## config.mk

```make
export PLATFORM = sky130hd
export DESIGN_NAME = rrs_cmdq
export DESIGN_NICKNAME = d
export VERILOG_FILES = /design/src/design/rrs_pkg.sv /design/src/design/rrs_cmdq.sv
export SDC_FILE = /design/constraint.sdc
export NUM_CORES = 1
export LEC_CHECK = 0
export BUFFER_PORTS_ARGS = -buffer_cell sky130_fd_sc_hd__buf_2
export CAP_MARGIN = 30
export CORE_ASPECT_RATIO = 0.7
export CORE_UTILIZATION = 33
export DETAILED_ROUTE_END_ITERATION = 7
export PLACE_DENSITY = 0.55
export SLEW_MARGIN = 10
export SYNTH_ARGS = -nofsm -noshare
export SYNTH_HDL_FRONTEND = slang
export SYNTH_SLANG_ARGS = --single-unit
export TNS_END_PERCENT = 30
```

## constraint.sdc

```tcl
create_clock -name i_clk -period 7.6 [get_ports i_clk]
set_clock_uncertainty 0.1 [all_clocks]
set_input_delay 1.14 -clock i_clk [delete_from_list [all_inputs] [get_ports i_clk]]
set_output_delay 1.14 -clock i_clk [all_outputs]
set_load 0.03 [all_outputs]
```

## src/design/rrs_pkg.sv

```systemverilog
// shared types and constants of the raster resampler
package rrs_pkg;

    localparam int FRAC_W     = 16;
    localparam int MAX_WIDTH  = 4096;
    localparam int ADDR_W     = $clog2(MAX_WIDTH);
    localparam int COORD_W    = 28;
    localparam int SAMPLE_W   = 33;
    localparam int OUT_W      = 49;
    localparam int ROW_W      = 16;
    localparam int COL_W      = 12;
    localparam int DIM_W      = 17;
    localparam int CFG_IDX_W  = 3;
    localparam int WEIGHT_W   = FRAC_W + 1;

    localparam logic [OUT_W-1:0] OUT_MAX = {1'b0, {(OUT_W-1){1'b1}}};
    localparam logic [OUT_W-1:0] OUT_MIN = {1'b1, {(OUT_W-1){1'b0}}};

    // request kinds
    typedef enum logic [1:0] {
        K_FRAME = 2'd0,
        K_ROW   = 2'd1,
        K_LOAD  = 2'd2,
        K_CELL  = 2'd3
    } t_kind;

    // configuration register indexes
    typedef enum logic [CFG_IDX_W-1:0] {
        REG_MODE    = 3'd0,
        REG_START_X = 3'd1,
        REG_START_Y = 3'd2,
        REG_STEP_X  = 3'd3,
        REG_STEP_Y  = 3'd4,
        REG_NODATA  = 3'd5,
        REG_WIDTH   = 3'd6,
        REG_HEIGHT  = 3'd7
    } t_reg_index;

    typedef struct packed {
        logic                mode;
        logic [COORD_W-1:0]  start_x;
        logic [COORD_W-1:0]  start_y;
        logic [COORD_W-1:0]  step_x;
        logic [COORD_W-1:0]  step_y;
        logic [SAMPLE_W-1:0] nodata;
        logic [12:0]         raster_width;
        logic [15:0]         raster_height;
    } t_cfg;

    // classified request passed from front to back
    typedef struct packed {
        t_kind               kind;
        logic                mode;
        logic                slot;
        logic [SAMPLE_W-1:0] sample;
        logic [ADDR_W-1:0]   xi;
        logic [WEIGHT_W-1:0] fx;
        logic [WEIGHT_W-1:0] fy;
        logic [ROW_W-1:0]    upper;
        logic [ROW_W-1:0]    lower;
    } t_cmd;

endpackage

```

## src/design/rrs_cmdq.sv

```systemverilog
// two-entry request queue between front and back
module rrs_cmdq import rrs_pkg::*; (
    input  logic i_clk,
    input  logic i_rst_n,
    input  logic i_push,
    input  t_cmd i_cmd,
    input  logic i_pop,
    output logic o_full,
    output logic o_empty,
    output t_cmd o_head
);

    t_cmd       r_mem [2];
    logic       r_wp;
    logic       r_rp;
    logic [1:0] r_cnt;

    // pointers and fill count
    always_ff @(posedge i_clk) begin
        if (!i_rst_n) begin
            r_wp  <= 1'b0;
            r_rp  <= 1'b0;
            r_cnt <= 2'd0;
        end else begin
            if (i_push) begin
                r_wp <= ~r_wp;
            end
            if (i_pop) begin
                r_rp <= ~r_rp;
            end
            r_cnt <= r_cnt + {1'b0, i_push} - {1'b0, i_pop};
        end
    end

    // storage
    always_ff @(posedge i_clk) begin
        if (i_push) begin
            r_mem[r_wp] <= i_cmd;
        end
    end

    assign o_full  = (r_cnt == 2'd2);
    assign o_empty = (r_cnt == 2'd0);
    assign o_head  = r_mem[r_rp];

endmodule

```

After elaboration in Yosys (flattened, before gate mapping)
Memory sizes are Yosys's and may differ from the RTL's. A register that Yosys moved wholly into a read port is not among the register bits.
Cells that the tools add are included.
{"block": "word_totals", "out_inout_bits": 117, "register_bits": 4, "n_memories": 1, "wordCells": 14, "inputBits": 119, "ramBits": 230}
{"name": "r_mem", "depth": 2, "width": 115, "rd": 1, "rd_ports_with_merged_regs": 1, "write_ports": 1, "line_no": "rrs_cmdq.sv:13", "source": "t_cmd r_mem [2];"}
{"block": "op_classes", "n_bitwise": 2, "n_reduce_logical": 1, "eq_ne": 1, "add_sub_neg": 2, "n_mux": 4}
{"operator": "$mux 1", "count": 4}
{"operator": "$add 2x1->2", "count": 1}
{"operator": "$eq 2x2->1 const B", "count": 1}
{"operator": "$logic_not 2->1", "count": 1}
{"operator": "$not 1->1", "count": 2}
{"operator": "$sub 2x1->2", "count": 1}

Depth between registers and ports, before layout
{"block": "logic_depth", "word_depth": 3, "depth_mapped": 6, "ltp_nobuf": 6}

Worst setup path after synthesis
Ideal clock, no wire load.
{"block": "synth_timing", "path_kind": "input port to flip-flop", "from": "in i_push", "to": "mem r_mem[0][0] in the netlist's numbering (enable)", "stages": 1, "path_buffers": 0, "slack_ns": 0.732, "setup_time_ns": 0.604, "t_arrival_ns": 6.164, "required_ns": 6.896, "path_cell_list": "nor2b_1"}
{"block": "synth_between", "elab_chain_cells": 2}
{"element": "start, declared", "line_no": "rrs_cmdq.sv:5", "source": "input logic i_push,"}
{"element": "$mux 1", "line_no": "rrs_cmdq.sv:37", "source": "if (i_push) begin"}
{"element": "$mux 1 (not written as such)", "line_no": "rrs_cmdq.sv:38", "source": "r_mem[r_wp] <= i_cmd;"}
{"element": "end, declared", "line_no": "rrs_cmdq.sv:13"}
No other way between the ends.

==> results.cfg <==
[timing]
timing.slew.headroom_pct = 42.9
finalHoldViolCount = 0
fmax_mhz = 252
tightest_slew_ns = 0.856
fin_setup_tns_ns = 0
finalCritPeriodShare_pct = 52.3
finalSetupViolations = 0
min_period_ns = 3.97
slew_violations = 0
rsz0062_at_grt = false

[die]
core-area_um2 = 25800
io_pins = 236
start_util_pct = 33.8
die_x_um = 196
die_h_um = 138
dieArea_um2 = 27100
row_count = 49

[final_layout]
fin_area_um2 = 11100
utilization_pct = 42.8
final_cell_mix = buf_2 (235), edfxtp_1 (230), mux2_2 (65), mux2_4 (50), clkbuf_16 (25)
synthToLayoutAreaGrowth_pct = 26.7
nFillCells = 2288
final_nets = 753
final_common_cell = buf_2
ff_latch_area_um2 = 7010
drive_gt1_share_pct = 60.3
finalNonFillerCells = 1010
multi_input_area_um2 = 1610

[clock_tree]
clk_pin_slew_worst_paths_ns = 0.06
cts_max_level = 1
cts_made_buffers = 24
postCtsHoldBufs = 0
cts_tree = yes
clkSinkCount = 235
cts_setup_buffers = 0
ctsResizeCount = 0
cts_max_path_buffers = 3
clock_latency_ns = 0.50
clk_root_buffer_cell = clkbuf_16

[global_routing]
grt_pass1_wl_mm = 26.0
grt_pass1_vias = 4576
gr-total-overflow = 0
grt_max_degree = 67
antenna_found_initial = 5
grtUsageTotal_pct = 12.2

[synth]
yosysSeqAreaShare_pct = 80.3
syn-num-nets = 500
yosys-top-cells-area = edfxtp_1 (79%), mux2_4 (8.6%), mux2_2 (8.4%)
synth_top_area_share_pct = 79.2
yosys.area.top_type = edfxtp_1
ys_types = 14
ys_warn_count = 0
synth_area_um2 = 8720
syn_inst = 379
ys_seq_elements = 235
syn_area_per_cell_um2 = 23.0

[drt]
routedWlPerCell_um = 16.7
drtIter0Drc = 187
vias = 4338
via_per_inst = 4.30
drt-total-wl_mm = 16.8
ant_nets = 0
drc = 0
drt_first_pass_iters = 4

[power_and_ir_drop]
p_total_mw = 3.04
comb_power_share_pct = 13.4
p_seq_share_pct = 50.3
p_sw_share_pct = 24.5
p_clk_share_pct = 36.3
ir_drop_mv = 0.155
pwr_density_cell_nw_per_um2 = 275
p_sw_mw = 0.744
leakage_nw = 4.21
intPower_mw = 2.29

[place]
postPlaceCellArea_um2 = 10300
place_hpwl_mm = 11.0
globalplace.congestion = 0.733
dp_cells = 962
portBuffers = 235

[worst_hold_path]
hp-class = reg2reg

[setup_path]
worst_ep_arrival_time_ns = 2.73
worstPathRequired_ns = 6.36
crit_fanout = 54
worstSetupEndpointType = output port
worst_setup_path_start_kind = flop
path_class = reg2out

[status]
status = completed

[run]
drv_cap = 0
==> area by class of cell <==
class	instances	area share, %
Sequential cell	235	63.4
Multi-Input combinational cell	129	14.6
Timing Repair Buffer	240	11.2
Clock buffer	31	5.86
Tap cell	357	4.04
Clock inverter	13	0.826
Inverter	2	0.0679
Antenna cell	3	0.0679
==> path summary, 6_finish.rpt <==
| kind | startpoint | to | slack (ns) | cells after the start |
|---|---|---|---|---|
| setup reg to reg | r_wp | r_mem[1][24] | 5.22 | 2 |
| hold reg to reg | r_rp | flop | 0.48 | 2 |
| hold / removal | r_rp | flop | 0.48 | 2 |
| setup / recovery | flop | o_head[1] | 3.63 | 4 |
==> Yosys cell counts <==
cell and number:
and2_1 4, mux2_2 65, edfxtp_1 230, buf_2 6
xnor3_1 1, dfxtp_1 5, nor2_1 1, xor2_1 1
inv_1 2, o21a_1 1, buf_6 7, mux2_4 50
nor2b_1 4, ha_1 2
==> flip-flops by register name, indices dropped and copies added, names as in the netlist, named ones only <==
register and flops:
r_mem 230, r_wp 1, r_cnt 2, r_rp 1
==> kinds of logic after synthesis <==
logic type	count (synthesis)	share of synthesized area, %
buf+inv	15	1.33
xor+xnor	2	0.359
compound gates	1	0.0861
mux	115	17.0
flops	235	80.3
simple gates	9	0.617
fa+ha+maj	2	0.287
==> routing by layer <==
metal  routed length [um]  GRT usage (%)
met5                   15              0
met4                  437           3.33
met3                 1480           4.66
met2                 7170           18.3
met1                 7740           16.6
==> per-stage QoR <==
step / hold WS (ns) / setup WS, ns
2_1_floorplan: 0.455 / 0.732
3_3_place_gp: 0.460 / 3.86
3_5_place_dp: 0.460 / 3.82
4_1_cts: 0.480 / 3.27
5_1_grt: 0.526 / 3.46
6_report: 0.480 / 3.63
==> critical path: stages, from the launching register on <==
cell and delay (ns):
dfxtp_4 0.87, buf_4 0.37, buf_16 0.30, mux2_2 0.39, buf_2 0.18
==> power groups by stage <==
stage	combinational (mW)	sequential, mW	clock, mW
global placement	0.402	1.55	0
global route	0.431	1.54	1.19
CTS	0.411	1.53	1.14
finish	0.406	1.53	1.10
detailed placement	0.409	1.56	0
floorplan	0.298	1.55	0
Note: power is estimated with default switching activity, not from simulation.
