===== src/design/rrs_pkg.sv =====
// shared types and constants of the raster resampler
package rrs_pkg;

    localparam int FRAC_W     = 16;
    localparam int MAX_WIDTH  = 4096;
    localparam int ADDR_W     = $clog2(MAX_WIDTH);
    localparam int COORD_W    = 28;
    localparam int SAMPLE_W   = 33;
    localparam int OUT_W      = 49;
    localparam int ROW_W      = 16;
    localparam int COL_W      = 12;
    localparam int DIM_W      = 17;
    localparam int CFG_IDX_W  = 3;
    localparam int WEIGHT_W   = FRAC_W + 1;

    localparam logic [OUT_W-1:0] OUT_MAX = {1'b0, {(OUT_W-1){1'b1}}};
    localparam logic [OUT_W-1:0] OUT_MIN = {1'b1, {(OUT_W-1){1'b0}}};

    // request kinds
    typedef enum logic [1:0] {
        K_FRAME = 2'd0,
        K_ROW   = 2'd1,
        K_LOAD  = 2'd2,
        K_CELL  = 2'd3
    } t_kind;

    // configuration register indexes
    typedef enum logic [CFG_IDX_W-1:0] {
        REG_MODE    = 3'd0,
        REG_START_X = 3'd1,
        REG_START_Y = 3'd2,
        REG_STEP_X  = 3'd3,
        REG_STEP_Y  = 3'd4,
        REG_NODATA  = 3'd5,
        REG_WIDTH   = 3'd6,
        REG_HEIGHT  = 3'd7
    } t_reg_index;

    typedef struct packed {
        logic                mode;
        logic [COORD_W-1:0]  start_x;
        logic [COORD_W-1:0]  start_y;
        logic [COORD_W-1:0]  step_x;
        logic [COORD_W-1:0]  step_y;
        logic [SAMPLE_W-1:0] nodata;
        logic [12:0]         raster_width;
        logic [15:0]         raster_height;
    } t_cfg;

    // classified request passed from front to back
    typedef struct packed {
        t_kind               kind;
        logic                mode;
        logic                slot;
        logic [SAMPLE_W-1:0] sample;
        logic [ADDR_W-1:0]   xi;
        logic [WEIGHT_W-1:0] fx;
        logic [WEIGHT_W-1:0] fy;
        logic [ROW_W-1:0]    upper;
        logic [ROW_W-1:0]    lower;
    } t_cmd;

endpackage


===== src/design/rrs_front.sv =====
// front end: takes requests, maps grid indexes to source coordinates and indexes
module rrs_front import rrs_pkg::*; (
    input  logic                i_clk,
    input  logic                i_rst_n,
    input  t_cfg                i_cfg,
    input  logic                i_push,
    output logic                o_busy,
    input  logic [1:0]          i_kind,
    input  logic [ROW_W-1:0]    i_row_index,
    input  logic [COL_W-1:0]    i_column_index,
    input  logic                i_line_slot,
    input  logic [SAMPLE_W-1:0] i_sample,
    input  logic                i_q_full,
    output logic                o_cmd_push,
    output t_cmd                o_cmd
);

    typedef enum logic [1:0] {F_IDLE, F_SAT, F_IDX} t_fstate;

    typedef struct packed {
        logic [DIM_W-1:0]    idx;
        logic [WEIGHT_W-1:0] frac;
    } t_bil;

    localparam logic [FRAC_W-1:0] HALF = {1'b1, {(FRAC_W-1){1'b0}}};

    t_fstate               r_state;
    t_kind                 r_kind;
    logic [COL_W-1:0]      r_col;
    logic                  r_slot;
    logic [SAMPLE_W-1:0]   r_sample;
    logic [COL_W+COORD_W-1:0] r_px;
    logic [ROW_W+COORD_W-1:0] r_py;
    logic [COORD_W-1:0]    r_x;
    logic [COORD_W-1:0]    r_y;

    logic [COL_W+COORD_W:0] sum_x;
    logic [ROW_W+COORD_W:0] sum_y;
    logic [DIM_W-1:0]       dim_x;
    logic [DIM_W-1:0]       dim_y;
    logic [DIM_W-1:0]       nn_x;
    logic [DIM_W-1:0]       nn_y;
    t_bil                   bil_x;
    t_bil                   bil_y;

    // nearest index, rounding fractions above one half up
    function automatic logic [DIM_W-1:0] nn_index(input logic [COORD_W-1:0] c,
                                                  input logic [DIM_W-1:0] dim);
        logic [DIM_W-1:0] i;
        i = {{(DIM_W-COORD_W+FRAC_W){1'b0}}, c[COORD_W-1:FRAC_W]}
            + {{(DIM_W-1){1'b0}}, (c[FRAC_W-1:0] > HALF)};
        if (i > dim - DIM_W'(1)) begin
            i = dim - DIM_W'(1);
        end
        return i;
    endfunction

    // upper/left neighbour and far weight, clamped at the last edge
    function automatic t_bil bil_base(input logic [COORD_W-1:0] c,
                                      input logic [DIM_W-1:0] dim);
        logic [DIM_W+FRAC_W-1:0] lim;
        logic [COORD_W-1:0]      cc;
        logic [DIM_W-1:0]        i;
        logic [DIM_W+FRAC_W-1:0] diff;
        t_bil                    r;
        lim = {{FRAC_W{1'b0}}, dim - DIM_W'(1)} << FRAC_W;
        cc = ({{(DIM_W+FRAC_W-COORD_W){1'b0}}, c} > lim) ? lim[COORD_W-1:0] : c;
        i = {{(DIM_W-COORD_W+FRAC_W){1'b0}}, cc[COORD_W-1:FRAC_W]};
        if (i > dim - DIM_W'(2)) begin
            i = dim - DIM_W'(2);
        end
        diff = {{(DIM_W+FRAC_W-COORD_W){1'b0}}, cc} - ({{FRAC_W{1'b0}}, i} << FRAC_W);
        r.idx  = i;
        r.frac = diff[WEIGHT_W-1:0];
        return r;
    endfunction

    // state
    always_ff @(posedge i_clk) begin
        if (!i_rst_n) begin
            r_state <= F_IDLE;
        end else begin
            unique case (r_state)
                F_IDLE: begin
                    if (i_push) begin
                        r_state <= F_SAT;
                    end
                end
                F_SAT: begin
                    r_state <= F_IDX;
                end
                F_IDX: begin
                    if (!i_q_full) begin
                        r_state <= F_IDLE;
                    end
                end
                default: begin
                    r_state <= F_IDLE;
                end
            endcase
        end
    end

    // request capture, products and saturated coordinates
    always_ff @(posedge i_clk) begin
        if (r_state == F_IDLE && i_push) begin
            r_kind   <= t_kind'(i_kind);
            r_col    <= i_column_index;
            r_slot   <= i_line_slot;
            r_sample <= i_sample;
            r_px     <= {{COORD_W{1'b0}}, i_column_index} * {{COL_W{1'b0}}, i_cfg.step_x};
            r_py     <= {{COORD_W{1'b0}}, i_row_index} * {{ROW_W{1'b0}}, i_cfg.step_y};
        end
        if (r_state == F_SAT) begin
            r_x <= (|sum_x[COL_W+COORD_W:COORD_W]) ? {COORD_W{1'b1}} : sum_x[COORD_W-1:0];
            r_y <= (|sum_y[ROW_W+COORD_W:COORD_W]) ? {COORD_W{1'b1}} : sum_y[COORD_W-1:0];
        end
    end

    assign sum_x = {{(COL_W+1){1'b0}}, i_cfg.start_x} + {1'b0, r_px};
    assign sum_y = {{(ROW_W+1){1'b0}}, i_cfg.start_y} + {1'b0, r_py};

    // effective raster size
    always_comb begin
        dim_x = {4'd0, i_cfg.raster_width};
        if (dim_x < DIM_W'(2)) begin
            dim_x = DIM_W'(2);
        end else if (dim_x > DIM_W'(MAX_WIDTH)) begin
            dim_x = DIM_W'(MAX_WIDTH);
        end
        dim_y = {1'b0, i_cfg.raster_height};
        if (dim_y < DIM_W'(2)) begin
            dim_y = DIM_W'(2);
        end
    end

    assign nn_x  = nn_index(r_x, dim_x);
    assign nn_y  = nn_index(r_y, dim_y);
    assign bil_x = bil_base(r_x, dim_x);
    assign bil_y = bil_base(r_y, dim_y);

    // classified request
    always_comb begin
        o_cmd        = '0;
        o_cmd.kind   = r_kind;
        o_cmd.mode   = i_cfg.mode;
        o_cmd.slot   = r_slot;
        o_cmd.sample = r_sample;
        o_cmd.fx     = bil_x.frac;
        o_cmd.fy     = bil_y.frac;
        if (r_kind == K_LOAD) begin
            o_cmd.xi = r_col[ADDR_W-1:0];
        end else if (i_cfg.mode) begin
            o_cmd.xi = bil_x.idx[ADDR_W-1:0];
        end else begin
            o_cmd.xi = nn_x[ADDR_W-1:0];
        end
        if (r_kind == K_ROW) begin
            if (i_cfg.mode) begin
                o_cmd.upper = bil_y.idx[ROW_W-1:0];
                o_cmd.lower = bil_y.idx[ROW_W-1:0] + ROW_W'(1);
            end else begin
                o_cmd.upper = nn_y[ROW_W-1:0];
                o_cmd.lower = nn_y[ROW_W-1:0];
            end
        end
    end

    assign o_cmd_push = (r_state == F_IDX) && !i_q_full;
    assign o_busy     = (r_state != F_IDLE);

endmodule


===== config.mk =====
export PLATFORM = sky130hd
export DESIGN_NAME = rrs_front
export DESIGN_NICKNAME = d
export VERILOG_FILES = /design/src/design/rrs_pkg.sv /design/src/design/rrs_front.sv
export SDC_FILE = /design/constraint.sdc
export NUM_CORES = 2
export LEC_CHECK = 0
export BUFFER_PORTS_ARGS = -buffer_cell sky130_fd_sc_hd__buf_4
export CORE_MARGIN = 10
export CORE_UTILIZATION = 50
export CTS_CLUSTER_DIAMETER = 150
export DETAILED_ROUTE_END_ITERATION = 8
export GPL_TIMING_DRIVEN = 0
export PLACE_DENSITY = 0.83
export SETUP_SLACK_MARGIN = 0.05
export SYNTH_ARGS = -nofsm -noshare
export SYNTH_HDL_FRONTEND = slang
export SYNTH_SLANG_ARGS = --single-unit
export TNS_END_PERCENT = 100

===== constraint.sdc =====
create_clock -name i_clk -period 9.5 [get_ports i_clk]
set_input_delay 0.95 -clock i_clk [delete_from_list [all_inputs] [get_ports i_clk]]
set_output_delay 0.95 -clock i_clk [all_outputs]
set_load 0.05 [all_outputs]

# After elaboration in Yosys (flattened, before gate mapping)
# Index checks and enable logic that the tools add are counted.
[word_totals]
in_bits = 243
elab_cells = 63
register_bits = 190
[classes]
n_eq_ne = 6
mux = 16
reduce_logical = 8
add_sub_neg = 11
magnitude_cmp = 11
n_mul = 2
[ops]
columns = ["cell", "n"]
rows = [
  ["$gt 28x33->1", 2],
  ["$mux 32", 2],
  ["$mux 28", 2],
  ["$mux 12", 4],
  ["$mux 16", 3],
  ["$add 28x44->45", 1],
  ["$mul 16x28->44", 1],
  ["$add 28x40->41", 1],
  ["$mul 12x28->40", 1],
  ["$gt 12x17->1", 2],
  ["$gt 13x17->1", 2],
  ["$sub 17x17->17", 2],
  ["$gt 16x16->1 const B", 2],
  ["$add 12x1->13", 2],
  ["$mux 13", 2],
  ["$reduce_or 17->1", 1],
  ["$sub 16x1->17 const B", 1],
  ["$sub 16x2->17 const B", 1],
  ["$add 16x1->16 const B", 1],
  ["$lt 16x2->1 const B", 1],
  ["$sub 13x1->14 const B", 1],
  ["$sub 13x2->14 const B", 1],
  ["$gt 13x13->1 const B", 1],
  ["$lt 13x2->1 const B", 1],
  ["11 further kinds", 16],
]

# Logic depth before layout (Yosys ltp)
[logic_depth]
ltp_word = 10
depth_mapped = 35
ltp_nobuf = 31

# Worst setup path after synthesis
# No wires, ideal clock.
[synth_path]
path_kind = "input -> output"
startpoint = "in i_cfg[12] (netlist name)"
endpoint = "out o_cmd[8] (netlist name)"
arrival_time_ns = 8.998
required_ns = 8.550
setup_slack_ns = -0.448
path_stages = 34
cell_sequence = "buf_2 nor4_1 and4_4 a21oi_1 ha_1 nor4b_4 or4b_2 nor3_1 nand2_1 xor2_1 ha_1 or4bb_1 a32o_1 o211ai_1 o31a_2 o211ai_1 clkbuf_1 clkbuf_1 nand2_1 o21ai_0 ha_1 o21a_1 o21ai_0 or3_1 a2111oi_2 buf_2 nand2_1 o311ai_2 ha_1 inv_1 a221oi_1 nand3_1 o21ai_0 nor3b_1"
[synth_lines]
columns = ["item", "line", "source"]
rows = [
  ["from (decl)", "rrs_front.sv:5", "input t_cfg i_cfg,"],
  ["to (decl)", "rrs_front.sv:15", "output t_cmd o_cmd"],
]

==> flow_summary.yaml <==
setup_path:
  crit_fanout: 10
  critPathKind: "in -> out"
  worstRegToRegCells: 14
  slowest_stage: "or4b_4"
  cpPeakStageDelay_ns: 0.55
  startpoint_type: "input pin"
  endpoint_kind: "output pin"
  worstPathArrival_ns: 8.33
  required_ns: 8.55
sta:
  worst_slew_pin_slew_ns: 1.33
  skew_ns: 0.0320
  tns_ns: 0
  fmax_ghz: 0.108
  finalCriticalPeriod_ns: 9.28
  setup_viol_count_final: 0
  rsz0062_at_grt: "yes"
  fin_crit_sh_pct: 97.7
  slew_headroom_pct: 8.79
  hold_viol: 0
  drv_slew: 0
yosys:
  ys_seq_area_share_pct: 14.7
  synth_top_area_share_pct: 32.2
  yosysTopAreaCell: "fa_1"
  ys_types: 98
  syn-cell-area_um2: 38800
  dominantRegCellSynth: "edfxtp_1"
  synth-seq-cells: 190
  avgSynthCellArea_um2: 8.96
  synth-edff-count: 188
  syn-instance-count: 4328
  synthArstFlopShare_pct: 0
  ys_top_cells_by_area: "fa_1 (32%), edfxtp_1 (15%), ha_1 (11%), nand2_1 (6.9%), inv_1 (6.5%)"
  yosysWarningCount: 0
pwr:
  p_per_area_nw_per_um2: 366
  p_clk_share_pct: 4.9
  peakVddDrop_mv: 0.533
  p_comb_share_pct: 83.4
  pwr-share-seq_pct: 11.7
  p_int_mw: 7.75
  switchingPower_mw: 8.18
  total_leakage_power_nw: 20.2
  switching_share_pct: 51.3
worst_hold_path:
  hold_class: "in -> reg"
  hold_path_depth: 1
drt:
  drc_errors: 0
  ant_nets: 0
  routed_wirelength_um: 115000
  via_count: 32700
  dr.pass1.iters: 8
  via_per_inst: 5.71
  wl_per_cell_um: 20.1
  drt_iter0_markers: 3018
global_route:
  grt_pass1_vias: 32800
  overflow: 0
  grt_use_total_pct: 25.6
  antenna_found_initial: 9
  grt_pass1_wl_um: 181000
  grt_max_degree: 36
clock_tree:
  cts.reportedPaths.clkPinSlew_ns: 0.11
  cts_made_buffers: 17
  max-clock-path-buffers: 2
  cts_hold_buffers: 0
  insertion_delay_ns: 0.52
  htreeDepth: 4
  clock_sinks: 190
  tritoncts: "built"
  cts_root_buffer: "clkbuf_16"
layout:
  layout_commonest_cell: "nand2_1"
  finish.utilization_pct: 56.4
  nNetsFinal: 5877
  layout_common_cells: "nand2_1 (715), inv_1 (669), fa_1 (624), ha_1 (330), buf_4 (328)"
  drive_above_1_share_pct: 9.79
  area_delta_synth_final_pct: 12.3
flow_run:
  drv_cap: 0
floorplanning:
  die_area_um2: 89100
  ios: 360
  initial_utilization_pct: 50.2
  fp-row-count: 102
  coreArea_um2: 77200
  dieHeight_um: 299
  chipWidth_um: 299
status:
  outcome: "finished clean"
place:
  numPortBuffers: 298
  gp_congestion: 0.975
  place_hpwl_um: 97000
## synthesized netlist by cell type (29+ instances only)
master,number
nand2_1,717
clkbuf_1,167
nor3_1,52
ha_1,333
fa_1,624
nand3_1,86
nand2b_1,36
inv_1,669
xor2_1,64
o21ai_0,99
a21oi_1,158
a21o_1,71
xnor2_1,113
nor2b_1,29
edfxtp_1,188
o21a_1,53
and2_1,275
nor2_1,165
nand4_1,29
## what timing repair did
action / in CTS / in global routing
resized for setup: 28 / 22
setup endpoints to repair: 34 / 22
buffers inserted: 6 / 16
pin swaps: 2 / 14
## flip-flops by register name, summed over array words and instances (netlist names)
register  flops
r_slot        1
r_y          28
r_x          28
r_state       2
r_px         40
r_col        12
r_kind        2
r_py         44
r_sample     33
## metrics by stage
step	power (mW)	std cells	setup slack, ns	hold WS [ns]	area (um^2)
CTS	15.8	5714	0.116	0.563	43300
floorplan	11.8	4333	0.0570	0.594	38900
detailed placement	14.9	5676	-1.31	0.643	42500
finish	15.9	5734	0.222	0.597	43600
global placement	14.5	5671	-1.24	0.618	42400
global route	17.6	5732	-0.105	0.575	43600
## metal layers
metal,GRT usage (%),share of wire (%),up-vias
li1,-,-,14700
met1,34.5,41,16000
met2,39.7,45,1751
met3,6.14,10,288
met4,9.66,4.0,12
met5,0,0.073,-
## kinds of logic (layout without fill, tap and decap cells)
logic type	Yosys count	count (layout)	synth area share, %
multiplexers	28	28	0.729
adder cells (fa/ha/maj)	957	957	42.9
AND/OR/NAND/NOR	1509	1509	18.6
other	1	10	0.00967
XOR/XNOR	177	177	4.00
buffers and inverters	866	1223	8.59
flip-flops	190	190	14.7
AO/OA/AOI/OAI	600	600	10.5
## worst max-delay path: cells and delay by family
family	cells	cell delay, ns
adders and majority gates	4	1.01
AOI/OAI and AO/OA	11	1.94
xor gates and xnor gates	1	0.20
buffers and inverters	8	1.34
muxes	1	0.31
and+or+nand+nor	10	2.52
## power by group through the flow
stage | sequential [mW] | clock, mW | combinational [mW]
after floorplan | 1.88 | 0 | 9.94
after global placement | 1.89 | 0 | 12.6
after detailed placement | 1.88 | 0 | 13.0
after CTS | 1.86 | 0.813 | 13.1
after global routing | 1.88 | 0.840 | 14.9
final | 1.86 | 0.789 | 13.3
## path summary, 6_finish.rpt
path,start,to,slack [ns]
max,i_cfg[12],o_cmd[10],0.22
min reg2reg,r_state[0],r_state[1],0.66
max reg2reg,r_px[0],r_x[14],4.34
min,i_sample[0],r_sample[0],0.60
## layout make-up
class	instances	area, um^2
diodes	4	10.0
plain buffers	196	843
clock buffers	17	425
clock inverters	15	195
fillers	6630	33600
inverters	670	2520
multi-input cells	3277	30100
flip-flops and latches	190	5690
well taps	1040	1300
repair buffers	325	2520
Note: power is estimated with default switching activity, not from simulation.
